==> config.mk <==
export PLATFORM = sky130hd
export DESIGN_NAME = ipv6_literal_validator_top
export DESIGN_NICKNAME = d
export VERILOG_FILES = /design/src/design/ip6val_pkg.sv /design/src/design/ip6val_front.sv /design/src/design/ip6val_queue.sv /design/src/design/ip6val_back.sv /design/src/design/ipv6_literal_validator_top.sv
export SDC_FILE = /design/constraint.sdc
export NUM_CORES = 1
export LEC_CHECK = 0
export BUFFER_PORTS_ARGS = -buffer_cell sky130_fd_sc_hd__buf_2
export CAP_MARGIN = 15
export CORE_MARGIN = 2
export CORE_UTILIZATION = 30
export DETAILED_ROUTE_END_ITERATION = 6
export GPL_ROUTABILITY_DRIVEN = 0
export HOLD_SLACK_MARGIN = 0.15
export PLACE_DENSITY = 0.52
export SLEW_MARGIN = 30
export SYNTH_ARGS = -nofsm -noshare
export SYNTH_HDL_FRONTEND = slang
export SYNTH_SLANG_ARGS = --single-unit
==> constraint.sdc <==
create_clock -name clk -period 8.5 [get_ports clk]
set_input_delay 1.7 -clock clk [delete_from_list [all_inputs] [get_ports clk]]
set_output_delay 1.7 -clock clk [all_outputs]
set_load 0.02 [all_outputs]
==> src/design/ip6val_pkg.sv <==
package ip6val_pkg;

    localparam int MAX_GROUPS     = 8;
    localparam int MAX_HEX_DIGITS = 4;

    localparam int SEG_W      = $clog2(MAX_GROUPS + 2);
    localparam int HEX_W      = $clog2(MAX_HEX_DIGITS + 2);
    localparam int DOT_W      = 3;
    localparam int DOT_LIMIT  = 4;
    localparam int DEC_W      = 9;
    localparam int DEC_PROD_W = DEC_W + 4;
    localparam int DEC_MAX    = 255;
    localparam int DEC_SAT    = 256;

    localparam logic [7:0] CHAR_COLON = 8'h3A;
    localparam logic [7:0] CHAR_DOT   = 8'h2E;
    localparam logic [7:0] CHAR_ZERO  = 8'h30;
    localparam logic [7:0] CHAR_NINE  = 8'h39;
    localparam logic [7:0] CHAR_UA    = 8'h41;
    localparam logic [7:0] CHAR_UF    = 8'h46;
    localparam logic [7:0] CHAR_LA    = 8'h61;
    localparam logic [7:0] CHAR_LF    = 8'h66;

    localparam int QUEUE_DEPTH = 2;
    localparam int QPTR_W      = $clog2(QUEUE_DEPTH);
    localparam int QCNT_W      = $clog2(QUEUE_DEPTH + 1);

    typedef enum logic [2:0] {
        CLS_DEC,
        CLS_HEX,
        CLS_COLON,
        CLS_DOT,
        CLS_BAD
    } char_class_t;

    typedef struct packed {
        char_class_t cls;
        logic [3:0]  digit;
        logic        last;
        logic        empty;
    } item_t;

    typedef enum logic [3:0] {
        R_OK,
        R_EMPTY,
        R_TRIPLE,
        R_DOUBLE2,
        R_DOTS,
        R_SEGS,
        R_BADCHAR,
        R_HEXLONG,
        R_DECIMAL
    } reason_t;

    typedef enum logic [1:0] {
        CERR_NONE,
        CERR_TRIPLE,
        CERR_DOUBLE
    } colon_err_t;

    typedef enum logic [1:0] {
        XERR_NONE,
        XERR_BAD,
        XERR_HEXLONG,
        XERR_DECIMAL
    } char_err_t;

endpackage

==> src/design/ip6val_front.sv <==
module ip6val_front (
    input  logic [7:0]         char_code,
    input  logic               last_char,
    input  logic               empty_text,
    output ip6val_pkg::item_t  item
);

    always_comb
    begin
        item.last  = last_char;
        item.empty = empty_text;
        item.digit = char_code[3:0];
        if (char_code >= ip6val_pkg::CHAR_ZERO && char_code <= ip6val_pkg::CHAR_NINE)
        begin
            item.cls = ip6val_pkg::CLS_DEC;
        end
        else if ((char_code >= ip6val_pkg::CHAR_UA && char_code <= ip6val_pkg::CHAR_UF) ||
                 (char_code >= ip6val_pkg::CHAR_LA && char_code <= ip6val_pkg::CHAR_LF))
        begin
            item.cls = ip6val_pkg::CLS_HEX;
        end
        else if (char_code == ip6val_pkg::CHAR_COLON)
        begin
            item.cls = ip6val_pkg::CLS_COLON;
        end
        else if (char_code == ip6val_pkg::CHAR_DOT)
        begin
            item.cls = ip6val_pkg::CLS_DOT;
        end
        else
        begin
            item.cls = ip6val_pkg::CLS_BAD;
        end
    end

endmodule

==> src/design/ip6val_queue.sv <==
module ip6val_queue (
    input  logic               clk,
    input  logic               rst_n,
    input  logic               push,
    input  ip6val_pkg::item_t  wr_item,
    output logic               full,
    input  logic               pop,
    output logic               rd_valid,
    output ip6val_pkg::item_t  rd_item
);

    ip6val_pkg::item_t                 mem_reg [ip6val_pkg::QUEUE_DEPTH];
    logic [ip6val_pkg::QPTR_W-1:0]     wr_ptr_reg;
    logic [ip6val_pkg::QPTR_W-1:0]     wr_ptr_next;
    logic [ip6val_pkg::QPTR_W-1:0]     rd_ptr_reg;
    logic [ip6val_pkg::QPTR_W-1:0]     rd_ptr_next;
    logic [ip6val_pkg::QCNT_W-1:0]     count_reg;
    logic [ip6val_pkg::QCNT_W-1:0]     count_next;

    assign full     = (count_reg == ip6val_pkg::QCNT_W'(ip6val_pkg::QUEUE_DEPTH));
    assign rd_valid = (count_reg != '0);
    assign rd_item  = mem_reg[rd_ptr_reg];

    always_comb
    begin
        wr_ptr_next = wr_ptr_reg;
        rd_ptr_next = rd_ptr_reg;
        count_next  = count_reg;
        if (push)
        begin
            wr_ptr_next = (wr_ptr_reg == ip6val_pkg::QPTR_W'(ip6val_pkg::QUEUE_DEPTH - 1)) ?
                          '0 : wr_ptr_reg + 1'b1;
        end
        if (pop)
        begin
            rd_ptr_next = (rd_ptr_reg == ip6val_pkg::QPTR_W'(ip6val_pkg::QUEUE_DEPTH - 1)) ?
                          '0 : rd_ptr_reg + 1'b1;
        end
        if (push && !pop)
        begin
            count_next = count_reg + 1'b1;
        end
        else if (!push && pop)
        begin
            count_next = count_reg - 1'b1;
        end
    end

    always_ff @(posedge clk or negedge rst_n)
    begin
        if (!rst_n)
        begin
            wr_ptr_reg <= '0;
            rd_ptr_reg <= '0;
            count_reg  <= '0;
        end
        else
        begin
            wr_ptr_reg <= wr_ptr_next;
            rd_ptr_reg <= rd_ptr_next;
            count_reg  <= count_next;
        end
    end

    always_ff @(posedge clk)
    begin
        if (push)
        begin
            mem_reg[wr_ptr_reg] <= wr_item;
        end
    end

endmodule

==> src/design/ip6val_back.sv <==
module ip6val_back (
    input  logic               clk,
    input  logic               rst_n,
    input  logic               in_valid,
    input  ip6val_pkg::item_t  in_item,
    output logic               pop,
    output logic               out_valid,
    input  logic               out_ready,
    output logic               valid_res,
    output logic [3:0]         reason
);

    logic [ip6val_pkg::SEG_W-1:0]      seg_reg;
    logic [ip6val_pkg::SEG_W-1:0]      seg_next;
    logic [1:0]                        colon_run_reg;
    logic [1:0]                        colon_run_next;
    logic                              dcolon_reg;
    logic                              dcolon_next;
    logic [ip6val_pkg::DOT_W-1:0]      dot_reg;
    logic [ip6val_pkg::DOT_W-1:0]      dot_next;
    logic [ip6val_pkg::HEX_W-1:0]      hex_run_reg;
    logic [ip6val_pkg::HEX_W-1:0]      hex_run_next;
    logic [ip6val_pkg::DEC_W-1:0]      dec_reg;
    logic [ip6val_pkg::DEC_W-1:0]      dec_next;
    logic                              dotted_reg;
    logic                              dotted_next;
    ip6val_pkg::colon_err_t            cerr_reg;
    ip6val_pkg::colon_err_t            cerr_next;
    ip6val_pkg::char_err_t             xerr_reg;
    ip6val_pkg::char_err_t             xerr_next;
    ip6val_pkg::char_err_t             xerr_item;
    logic [ip6val_pkg::DEC_PROD_W-1:0] dec_ext;
    logic [ip6val_pkg::DEC_PROD_W-1:0] dec_prod;
    ip6val_pkg::reason_t               verdict;
    logic                              produces;
    logic                              out_valid_reg;
    logic                              out_valid_next;
    logic                              res_reg;
    ip6val_pkg::reason_t               reason_reg;

    assign produces  = in_item.last || in_item.empty;
    assign pop       = in_valid && (!produces || !out_valid_reg || out_ready);
    assign out_valid = out_valid_reg;
    assign valid_res = res_reg;
    assign reason    = reason_reg;

    assign dec_ext  = ip6val_pkg::DEC_PROD_W'(dec_reg);
    assign dec_prod = (dec_ext << 3) + (dec_ext << 1) +
                      ip6val_pkg::DEC_PROD_W'(in_item.digit);

    always_comb
    begin
        seg_next       = seg_reg;
        colon_run_next = colon_run_reg;
        dcolon_next    = dcolon_reg;
        dot_next       = dot_reg;
        cerr_next      = cerr_reg;
        if (cerr_reg == ip6val_pkg::CERR_NONE)
        begin
            case (in_item.cls)
                ip6val_pkg::CLS_COLON:
                begin
                    if (colon_run_reg > 2'd1)
                    begin
                        cerr_next = ip6val_pkg::CERR_TRIPLE;
                    end
                    else if (colon_run_reg == 2'd1 && dcolon_reg)
                    begin
                        cerr_next = ip6val_pkg::CERR_DOUBLE;
                    end
                    else
                    begin
                        if (colon_run_reg == 2'd1)
                        begin
                            dcolon_next = 1'b1;
                        end
                        colon_run_next = colon_run_reg + 2'd1;
                    end
                end
                ip6val_pkg::CLS_DOT:
                begin
                    if (dot_reg < ip6val_pkg::DOT_W'(ip6val_pkg::DOT_LIMIT))
                    begin
                        dot_next = dot_reg + 1'b1;
                    end
                end
                default:
                begin
                    if (colon_run_reg != 2'd0 &&
                        seg_reg < ip6val_pkg::SEG_W'(ip6val_pkg::MAX_GROUPS + 1))
                    begin
                        seg_next = seg_reg + 1'b1;
                    end
                    colon_run_next = 2'd0;
                end
            endcase
        end
    end

    always_comb
    begin
        hex_run_next = hex_run_reg;
        dotted_next  = dotted_reg;
        xerr_item    = ip6val_pkg::XERR_NONE;
        case (in_item.cls) inside
            ip6val_pkg::CLS_DEC, ip6val_pkg::CLS_HEX:
            begin
                if (hex_run_reg < ip6val_pkg::HEX_W'(ip6val_pkg::MAX_HEX_DIGITS + 1))
                begin
                    hex_run_next = hex_run_reg + 1'b1;
                end
                if (hex_run_next > ip6val_pkg::HEX_W'(ip6val_pkg::MAX_HEX_DIGITS))
                begin
                    xerr_item = ip6val_pkg::XERR_HEXLONG;
                end
            end
            ip6val_pkg::CLS_DOT:
            begin
                hex_run_next = '0;
                dotted_next  = 1'b1;
                if (dec_reg > ip6val_pkg::DEC_W'(ip6val_pkg::DEC_MAX))
                begin
                    xerr_item = ip6val_pkg::XERR_DECIMAL;
                end
            end
            ip6val_pkg::CLS_COLON:
            begin
                hex_run_next = '0;
            end
            default:
            begin
                xerr_item = ip6val_pkg::XERR_BAD;
            end
        endcase
        if (in_item.cls == ip6val_pkg::CLS_DEC)
        begin
            dec_next = (dec_prod > ip6val_pkg::DEC_PROD_W'(ip6val_pkg::DEC_SAT)) ?
                       ip6val_pkg::DEC_W'(ip6val_pkg::DEC_SAT) :
                       dec_prod[ip6val_pkg::DEC_W-1:0];
        end
        else
        begin
            dec_next = '0;
        end
        xerr_next = (xerr_reg == ip6val_pkg::XERR_NONE) ? xerr_item : xerr_reg;
    end

    always_comb
    begin
        if (in_item.empty)
        begin
            verdict = ip6val_pkg::R_EMPTY;
        end
        else if (cerr_next == ip6val_pkg::CERR_TRIPLE)
        begin
            verdict = ip6val_pkg::R_TRIPLE;
        end
        else if (cerr_next == ip6val_pkg::CERR_DOUBLE)
        begin
            verdict = ip6val_pkg::R_DOUBLE2;
        end
        else if (dot_next != ip6val_pkg::DOT_W'(0) && dot_next != ip6val_pkg::DOT_W'(3))
        begin
            verdict = ip6val_pkg::R_DOTS;
        end
        else if (seg_next > ip6val_pkg::SEG_W'(ip6val_pkg::MAX_GROUPS))
        begin
            verdict = ip6val_pkg::R_SEGS;
        end
        else if (xerr_next == ip6val_pkg::XERR_BAD)
        begin
            verdict = ip6val_pkg::R_BADCHAR;
        end
        else if (xerr_next == ip6val_pkg::XERR_HEXLONG)
        begin
            verdict = ip6val_pkg::R_HEXLONG;
        end
        else if (xerr_next == ip6val_pkg::XERR_DECIMAL)
        begin
            verdict = ip6val_pkg::R_DECIMAL;
        end
        else if (dotted_next && dec_next > ip6val_pkg::DEC_W'(ip6val_pkg::DEC_MAX))
        begin
            verdict = ip6val_pkg::R_DECIMAL;
        end
        else
        begin
            verdict = ip6val_pkg::R_OK;
        end
    end

    always_comb
    begin
        out_valid_next = out_valid_reg;
        if (out_valid_reg && out_ready)
        begin
            out_valid_next = 1'b0;
        end
        if (pop && produces)
        begin
            out_valid_next = 1'b1;
        end
    end

    always_ff @(posedge clk or negedge rst_n)
    begin
        if (!rst_n)
        begin
            seg_reg       <= ip6val_pkg::SEG_W'(1);
            colon_run_reg <= 2'd0;
            dcolon_reg    <= 1'b0;
            dot_reg       <= '0;
            hex_run_reg   <= '0;
            dec_reg       <= '0;
            dotted_reg    <= 1'b0;
            cerr_reg      <= ip6val_pkg::CERR_NONE;
            xerr_reg      <= ip6val_pkg::XERR_NONE;
            out_valid_reg <= 1'b0;
        end
        else
        begin
            out_valid_reg <= out_valid_next;
            if (pop)
            begin
                if (produces)
                begin
                    seg_reg       <= ip6val_pkg::SEG_W'(1);
                    colon_run_reg <= 2'd0;
                    dcolon_reg    <= 1'b0;
                    dot_reg       <= '0;
                    hex_run_reg   <= '0;
                    dec_reg       <= '0;
                    dotted_reg    <= 1'b0;
                    cerr_reg      <= ip6val_pkg::CERR_NONE;
                    xerr_reg      <= ip6val_pkg::XERR_NONE;
                end
                else
                begin
                    seg_reg       <= seg_next;
                    colon_run_reg <= colon_run_next;
                    dcolon_reg    <= dcolon_next;
                    dot_reg       <= dot_next;
                    hex_run_reg   <= hex_run_next;
                    dec_reg       <= dec_next;
                    dotted_reg    <= dotted_next;
                    cerr_reg      <= cerr_next;
                    xerr_reg      <= xerr_next;
                end
            end
        end
    end

    always_ff @(posedge clk)
    begin
        if (pop && produces)
        begin
            res_reg    <= (verdict == ip6val_pkg::R_OK);
            reason_reg <= verdict;
        end
    end

    a_scan_cleared: assert property (@(posedge clk) disable iff (!rst_n)
        pop && produces |=> seg_reg == ip6val_pkg::SEG_W'(1) && colon_run_reg == 2'd0 &&
                            cerr_reg == ip6val_pkg::CERR_NONE)
        else $error("scan state not cleared after verdict");

    a_counter_bounds: assert property (@(posedge clk) disable iff (!rst_n)
        colon_run_reg <= 2'd2 && dot_reg <= ip6val_pkg::DOT_W'(ip6val_pkg::DOT_LIMIT) &&
        hex_run_reg <= ip6val_pkg::HEX_W'(ip6val_pkg::MAX_HEX_DIGITS + 1) &&
        dec_reg <= ip6val_pkg::DEC_W'(ip6val_pkg::DEC_SAT))
        else $error("scan counter out of range");

    a_verdict_flag: assert property (@(posedge clk) disable iff (!rst_n)
        out_valid_reg |-> res_reg == (reason_reg == ip6val_pkg::R_OK))
        else $error("valid flag disagrees with reason");

    a_result_held: assert property (@(posedge clk) disable iff (!rst_n)
        out_valid_reg && !out_ready |=> out_valid_reg && $stable(reason_reg))
        else $error("pending verdict overwritten");

endmodule

==> src/design/ipv6_literal_validator_top.sv <==
// Path: an item accepted on the slave side is decoded and written into the queue; the
// back end scans it from the queue head and registers its verdict onto the master side.
// Throughput: one item per cycle while no verdict waits on the master side, set by the
// scan update in the back end; the two-entry queue holds items while a verdict waits on
// a stalled master side, and the input stalls once it is full.
// Reset (rst_n low, asynchronous): empties the queue, drops any pending verdict and
// returns the scan state to its start; each verdict, empty items included, resets the scan state.
module ipv6_literal_validator_top (
    input  logic       clk,
    input  logic       rst_n,
    input  logic       s_axis_tvalid,
    output logic       s_axis_tready,
    input  logic [7:0] s_axis_tdata,   // [7:0] char_code
    input  logic       s_axis_tlast,
    input  logic       s_axis_tuser,   // [0] empty_text
    output logic       m_axis_tvalid,
    input  logic       m_axis_tready,
    output logic [7:0] m_axis_tdata    // [0] valid_res, [4:1] reason, [7:5] zero
);

    ip6val_pkg::item_t front_item;
    ip6val_pkg::item_t queue_item;
    logic              queue_full;
    logic              queue_valid;
    logic              queue_pop;
    logic              res_bit;
    logic [3:0]        res_reason;

    assign s_axis_tready = !queue_full;
    assign m_axis_tdata  = {3'b000, res_reason, res_bit};

    ip6val_front u_front (
        .char_code  (s_axis_tdata),
        .last_char  (s_axis_tlast),
        .empty_text (s_axis_tuser),
        .item       (front_item)
    );

    ip6val_queue u_queue (
        .clk      (clk),
        .rst_n    (rst_n),
        .push     (s_axis_tvalid && !queue_full),
        .wr_item  (front_item),
        .full     (queue_full),
        .pop      (queue_pop),
        .rd_valid (queue_valid),
        .rd_item  (queue_item)
    );

    ip6val_back u_back (
        .clk       (clk),
        .rst_n     (rst_n),
        .in_valid  (queue_valid),
        .in_item   (queue_item),
        .pop       (queue_pop),
        .out_valid (m_axis_tvalid),
        .out_ready (m_axis_tready),
        .valid_res (res_bit),
        .reason    (res_reason)
    );

endmodule
==> results of run 1 <==
## per-stage QoR
| step | total power [mW] | utilization (%) | setup slack [ns] |
|---|---|---|---|
| floorplan | 0.655 | - | 4.97 |
| global placement | 0.733 | 33.0 | 4.55 |
| detailed placement | 0.739 | 33.0 | 4.48 |
| CTS | 0.946 | 34.3 | 4.46 |
| global route | 1.00 | 34.3 | 4.24 |
| finish | 0.934 | 34.3 | 4.45 |
## where the power goes
part	internal [mW]	switching (mW)	leakage, nW
registers	0.343	0.0485	0.644
clock network	0.109	0.0959	0.0740
logic	0.122	0.216	0.850
## cell usage in the layout (no fill, tap or decap), types with 2 or more instances in the layout
master and count:
buf_2 20, dfrtp_1 31, nand2_1 28, clkbuf_16 5, nand2b_1 7, nor2_1 38
a21oi_1 12, nor3_1 3, xor2_1 3, nand4_1 3, edfxtp_1 23, xnor2_1 8
mux2i_1 6, o21ai_0 22, or2_1 2, nor3b_1 3, clkinv_2 2, and2_1 6
and3_1 2, mux2_2 3, inv_1 19, ha_1 26, nor2b_1 3, o21ai_1 2
a2111oi_2 2, nor4b_1 5, conb_1 3, a22o_1 5, a31oi_1 4, nand3_1 8
fa_1 2, o41ai_1 2, o211ai_1 2
## worst max-delay path, delay by kind of cell, from the launching register on
kind	cells	cell delay, ns
AND/OR/NAND/NOR	3	0.55
AO/OA/AOI/OAI	4	0.98
adder cells (fa/ha/maj)	2	0.96
flip-flops	1	0.81
buffers and inverters	1	0.06
multiplexers	1	0.42
## cell families after synthesis
family          count (synthesis)  synth area share, %
simple gates                  123                 20.5
compound gates                 69                 14.9
flops                          55                 44.1
fa+ha+maj                      28                 10.8
buf+inv                        28                 3.99
xor+xnor                       11                 2.85
mux                             9                 2.77
other cells                     1                0.111
## metal layers
layer / routed length [um] / up-vias / part of all wire (%) / GRT usage, %
li1: - / 1215 / - / -
met1: 3600 / 1131 / 54 / 17.3
met2: 2830 / 33 / 42 / 18.5
met3: 196 / 9 / 2.9 / 2.12
met4: 74 / 0 / 1.1 / 2.95
met5: 0 / - / 0 / 0
## how the worst min path moves through the flow
stage / to / slack [ns] / cells after the start
after global routing: u_queue.wr_ptr_reg / 0.53 / 1
final: u_queue.wr_ptr_reg / 0.50 / 1
after detailed placement: u_queue.wr_ptr_reg / 0.48 / 1
after global placement: u_back.out_valid / 0.47 / 2
after CTS: u_queue.wr_ptr_reg / 0.50 / 1
after floorplan: u_queue.wr_ptr_reg / 0.46 / 1
## cell type report
class / count / area, um2 / share of cell area, %
sequential: 55 / 1490 / 39.8
multi-input combinational: 243 / 1770 / 47.0
clock buffer: 5 / 125 / 3.33
tap: 140 / 175 / 4.67
inverter: 20 / 75.1 / 2.00
clock inverter: 3 / 18.8 / 0.500
timing repair buffer: 20 / 100 / 2.67
==> metrics, run 1 <==
Via Count=2388; Inserted Diodes=0; ys flop type=dfrtp_1; Synth Instances=324; Slowest cell on crit path=dfrtp_1; Max Fclk=0.247 GHz; first-pass GRT wire length=11.3 mm; Max Cap Viol=0; Post CTS Setup Buffer Count=0; Hold Path Class=reg -> reg; Worst EP required=8.52 ns; Post-synth top cells=nor2_1, dfrtp_1, nand2_1, ha_1, edfxtp_1; Synth warnings=0; CP arrival=4.07 ns; post-layout instance area=3750 um2; clk slew on worst S/H paths=0.08 ns; Die Width=110 um; Port Buffers=20; Fin. Hold Viols=0; cells on worst reg2reg path=11; most used cell, CP=fa_1; initial antenna violation count=0; worst-path cell chain=mux2_2 > fa_1 > inv_1 > fa_1 > nand2b_1 > a2111o_1 > o211ai_1 > nand4b_1 > nand3_1 > a2111oi_4 > a2111oi_2; endpoints failing setup=0; worst hold slack=0.500 ns; distinct cell type count after synthesis=68; EDFF count, synth=23; HP Start=u_queue.wr_ptr_reg; synthesized area per cell=10.4 um2; Post-Syn Area=3390 um2; H-Tree Level Count=2; minimum clock period=4.05 ns; chip height=110 um; CTS Buf Count=5; Final Max Tran Viols=0; final non-filler cell total=486; initial drt markers=76; DRC viols=0; largest net degree at the start of global routing=33; Net count, final=387; synthesis-to-finish area growth=10.8%; total grt overflow=0; DRT Pass-1 Iters=4; area post-placement=3610 um2; Synth area leader=dfrtp_1; Crit. End Element=flop; Crit Path Class=reg -> reg; slew margin rel.=46.7%; fill count=1157; top-area cell type share of the netlist area=22.9%; flop2flop setup slack=4.45 ns; max reg flops=18; Root Buffer=clkbuf_16; power per cell area=249 nW/um2; placed cell count=478; Yosys reg bits=55; Worst R2R End=u_back.valid_res; RSZ-0062 raised after global routing=false; vias in the first global route=2299; Fin Clk Skew=0.0115 ns; crit path launch type=flop; worst setup path startpoint=u_queue.rd_ptr_reg; run status=finished, final reports clean; hold_buf cts=0; reg-to-reg startpoint=u_queue.rd_ptr_reg; die area=12200 um2; async set-or-reset flop fraction in the synthesized netlist=58.2%; Total Routing Usage GR=11.9%; Sink Count=55; FP Rows=38; slowest stage delay, CP=0.81 ns; Final Cycle Share=47.7%; worst-path maximum fanout=19; Initial Utilization=31.0%; Routed Antenna Nets=0; via/cell ratio=4.91; clk_lat worst skew=0.30 ns; post-detailed-placement half-perimeter wirelength=5.10 mm; fraction of layout cells with a size suffix above 1=13.6%; most common cell in the netlist=nor2_1; Synth area leaders=dfrtp_1, edfxtp_1, ha_1; Seq/Total Area, Yosys=44.1%; WL/cell=13.8 um; Post-Route WL=6.70 mm; slew of the pin with the lowest slew margin=0.800 ns; CTS tree=done; worst-case clock buffer depth=2; Resize count post-CTS=0; worst vdd ir=0.129 mV; Setup TNS=0 ns; # IOs=24; leakage dissipation=1.57 nW; Setup crit end=u_back.valid_res; core footprint=10900 um2
Power figures use the tool's default switching activity.
==> inputs of run 2 (changes only) <==
clock period = 4.2 ns   (was 8.5 ns; I/O delays follow)
==> run 2 against run 1 <==
Die area unchanged. Wire length down 0.51%. Design area up 0.13%. Register-to-register slack worse by 3.8 ns. Largest cell class unchanged. Clock skew down 0.0053 ns. Cell count up 0.21%. Clock power up 98%.
==> metrics, run 2 (synthesis results as in run 1) <==
Resize count post-CTS=0; met2 wire len=2.90 mm; Routed Antenna Nets=0; HP Start=u_queue.wr_ptr_reg; Total Routing Usage GR=12.2%; initial drt markers=77; chip height=110 um; via/cell ratio=4.88; most common cell after layout, fill and taps aside=nor2_1; H-Tree Level Count=2; worst-path maximum fanout=4; area post-placement=3620 um2; fraction of layout cells with a size suffix above 1=13.3%; placed cell count=479; area used by multi-input combinational logic=1770 um2; largest net degree at the start of global routing=33; Worst EP required=4.22 ns; die area=12200 um2; synthesis-to-finish area growth=11.0%; slew of the pin with the lowest slew margin=0.784 ns; Initial Utilization=31.0%; Die Width=110 um; endpoints failing setup=0; Crit Path Class=reg -> reg; Fin. Hold Viols=0; FP Rows=38; hold_buf cts=0; final non-filler cell total=487; Post CTS Setup Buffer Count=0; flop2flop setup slack=0.65 ns; Sink Count=55; worst-case clock buffer depth=2; Post-Route WL=6.67 mm; power per cell area=502 nW/um2; CP arrival=3.57 ns; WL/cell=13.7 um; initial antenna violation count=0; routed length on met1=3.46 mm; crit path launch type=flop; CTS tree=done; clk_lat worst skew=0.29 ns; Fin Clk Skew=0.00616 ns; Worst R2R End=u_back.valid_res; Inserted Diodes=0; run status=finished, final reports clean; Crit. End Element=flop; Storage cell area=1490 um2; first-pass GRT wire length=11.5 mm; most frequent cells in the layout=nor2_1, dfrtp_1, nand2_1, ha_1, edfxtp_1; fill count=1154; core footprint=10900 um2; Setup TNS=0 ns; slew margin rel.=47.5%; final design utilization=34.4%; top layer in use=met4; DRC viols=0; WHS Endpoint=u_queue.wr_ptr_reg; Min-Delay Path Depth=1; post-detailed-placement half-perimeter wirelength=5.09 mm; RSZ-0062 raised after global routing=false; total grt overflow=0; max reg flops=18; # IOs=24; leakage dissipation=1.57 nW; Root Buffer=clkbuf_16; Port Buffers=20; cells on worst reg2reg path=11; CTS Buf Count=5; minimum clock period=3.55 ns; DRT Pass-1 Iters=4; vias in the first global route=2311; clk slew on worst S/H paths=0.07 ns; Final Cycle Share=84.6%; worst vdd ir=0.280 mV; Final Max Tran Viols=0; Net count, final=388; Hold Path Class=reg -> reg; reg-to-reg startpoint=u_queue.rd_ptr_reg; wire length on met3=209 um; post-layout instance area=3760 um2; Via Count=2377; Max Fclk=0.281 GHz; Max Cap Viol=0
-- run 2: changes by cell type in the layout (fill, tap and decap cells not counted), sizes merged --
cell,before,now
buf,20,21
inv,21,20
clkbuf,5,6
-- run 2: metrics by stage --
step,setup slack (ns),power [mW],hold WS [ns]
floorplan,0.671,1.32,0.461
global placement,0.690,1.49,0.480
detailed placement,0.655,1.51,0.485
CTS,0.653,1.92,0.498
global route,0.436,2.04,0.529
finish,0.647,1.89,0.496
-- run 2: how the worst max path moves through the flow --
| stage | startpoint | to | slack, ns |
|---|---|---|---|
| 4_1_cts | u_queue.rd_ptr_reg | u_back.valid_res | 0.65 |
| 5_1_grt | u_queue.rd_ptr_reg | u_back.valid_res | 0.44 |
| 2_1_floorplan | u_queue.rd_ptr_reg | u_back.valid_res | 0.67 |
| 3_5_place_dp | u_queue.rd_ptr_reg | u_back.valid_res | 0.66 |
| 3_3_place_gp | u_queue.rd_ptr_reg | u_back.valid_res | 0.69 |
| 6_report | u_queue.rd_ptr_reg | u_back.valid_res | 0.65 |
-- run 2: worst max-delay path, cell delays in order, from the launching register on --
cell	delay [ns]
dfrtp_1	0.40
mux2_2	0.36
fa_1	0.50
inv_1	0.06
fa_1	0.45
nand2b_1	0.21
a2111o_1	0.37
o211ai_1	0.13
nand4b_1	0.18
nand3_1	0.15
a2111oi_4	0.37
a2111oi_2	0.09
-- run 2: per-layer routing --
metal	track usage (%)	up-vias
met5	0	-
met4	3.75	0
met3	2.12	11
met2	19.0	34
met1	17.4	1114
li1	-	1218
-- run 2: final cells by class --
class	count	share of cell area, %
repair buffers	21	2.86
clock inverters	2	0.333
clock buffers	6	3.43
well taps	140	4.66
inverters	20	2.00
flip-flops and latches	55	39.7
multi-input cells	243	47.0
-- run 2: report_power, final --
group	switching, mW	internal (mW)	leakage [nW]
sequential	0.0714	0.695	0.644
combinational	0.464	0.251	0.855
clock	0.184	0.221	0.0685
==> inputs of run 3 (changes only) <==
PLACE_DENSITY = 0.54   (was 0.52)
clock period = 2.89 ns   (was 4.2 ns; I/O delays follow)
==> run 3 against run 2 <==
The run now ends with negative setup slack left. Global-route usage up 1.0 points. Die area unchanged. Critical path depth is the same. Critical endpoint unchanged. Largest cell class unchanged.
==> metrics, run 3 (synthesis results as in run 1) <==
most frequent cells in the layout=nor2_1, dfrtp_1, nand2_1, buf_4, ha_1; clk slew on worst S/H paths=0.07 ns; slew margin rel.=47.6%; worst-path maximum fanout=3; DRT Pass-1 Iters=4; Root Buffer=clkbuf_16; # IOs=24; first-pass GRT wire length=12.5 mm; largest net degree at the start of global routing=33; Sink Count=55; crit path launch type=flop; Worst EP required=2.91 ns; Fin Clk Skew=0.00611 ns; initial drt markers=97; worst setup slack after layout=-0.340 ns; FP Rows=38; Die Width=110 um; die area=12200 um2; Total Routing Usage GR=13.2%; max reg flops=18; total grt overflow=0; Inserted Diodes=0; leakage dissipation=1.74 nW; Port Buffers=20; endpoints failing setup=7; flop2flop setup slack=-0.34 ns; minimum clock period=3.23 ns; H-Tree Level Count=2; Crit Path Class=reg -> reg; Crit. End Element=flop; Max Fclk=0.310 GHz; CP arrival=3.25 ns; CTS tree=done; final non-filler cell total=514; Routed Antenna Nets=0; clk_lat worst skew=0.29 ns; Final Max Tran Viols=0; Post-Route WL=7.14 mm; Final Cycle Share=112%; vias in the first global route=2525; WL/cell=13.9 um; RSZ-0062 raised after global routing=true; Max Cap Viol=0; slew of the pin with the lowest slew margin=0.786 ns; synthesis-to-finish area growth=20.7%; most common cell after layout, fill and taps aside=nor2_1; Via Count=2517; worst vdd ir=0.411 mV; worst-case clock buffer depth=2; via/cell ratio=4.90; Fin. Hold Viols=0; DRC viols=0; run status=finished with violations; Hold Path Class=in -> async; initial antenna violation count=0; power per cell area=723 nW/um2; core footprint=10900 um2; worst hold slack=0.367 ns; violated checks=negative setup slack; CTS Buf Count=5; placed cell count=496; Initial Utilization=31.0%; Net count, final=415; post-detailed-placement half-perimeter wirelength=5.21 mm; fraction of layout cells with a size suffix above 1=23.5%; chip height=110 um
## run 3: changes by cell type in the layout (fill, tap and decap cells not counted), sizes merged
cell and change:
buf +27, bufinv +1, clkbuf +1, clkinv -2
## run 3: power by group
part	total, mW	switching, mW	leakage, nW	internal (mW)
registers	1.11	0.104	0.644	1.01
logic	1.16	0.710	1.02	0.455
clock network	0.674	0.264	0.0781	0.410
## run 3: per-stage QoR
stage	TNS (ns)	instance area, um2	util, %	power [mW]	worst slack [ns]
global placement	-1.60	3760	34.4	2.22	-0.406
finish	-1.83	4090	37.4	2.95	-0.340
CTS	-1.43	4050	37.0	2.97	-0.354
global route	-3.06	4090	37.4	3.18	-0.491
detailed placement	-1.81	3760	34.4	2.24	-0.434
floorplan	-1.43	3420	-	1.95	-0.528
## run 3: what timing repair did
action | in CTS | in global routing
gates resized for setup | 14 | 3
pin swaps | 13 | 7
setup buffers | 7 | 3
hold endpoints to repair | 0 | 0
hold buffers | 0 | 0
setup endpoints to repair | 10 | 10
## run 3: layer usage
| metal | up-vias | wire [um] | global-route usage (%) |
|---|---|---|---|
| li1 | 1276 | - | - |
| met1 | 1189 | 3550 | 18.1 |
| met2 | 47 | 3280 | 21.4 |
| met3 | 5 | 238 | 2.47 |
| met4 | 0 | 70 | 3.75 |
| met5 | - | 0 | 0 |
## run 3: cell type report
| type | instances | area [um2] |
|---|---|---|
| Fill cell | 1109 | 6850 |
| Multi-Input combinational cell | 243 | 1860 |
| Sequential cell | 55 | 1490 |
| Timing Repair Buffer | 48 | 318 |
| Tap cell | 140 | 175 |
| Clock buffer | 7 | 133 |
| Inverter | 20 | 75.1 |
| Clock inverter | 1 | 30.0 |
## run 3: critical path, cell delays in order (launching register included)
cell and delay, ns:
dfrtp_1 0.42, mux2_4 0.32, fa_1 0.52, inv_2 0.04
fa_2 0.34, nand2b_4 0.16, a2111o_1 0.36, o211ai_1 0.10
nand4b_1 0.18, nand3_2 0.11, a2111oi_4 0.36, a2111oi_2 0.06
## run 3: path summary, 6_finish.rpt
| path | from | to | depth (start not counted) |
|---|---|---|---|
| max in group asynchronous | rst_n | u_back.colon_run_reg[0] | 1 |
| min in group clk | s_axis_tuser | u_queue.mem_reg[1][0] | 1 |
| worst max register to register | u_queue.rd_ptr_reg | u_back.valid_res | 11 |
| worst max-delay path | u_queue.rd_ptr_reg | u_back.valid_res | 11 |
| worst min-delay path | rst_n | u_back.dec_reg[7] | 1 |
| worst min register to register | u_queue.wr_ptr_reg | u_queue.wr_ptr_reg | 1 |
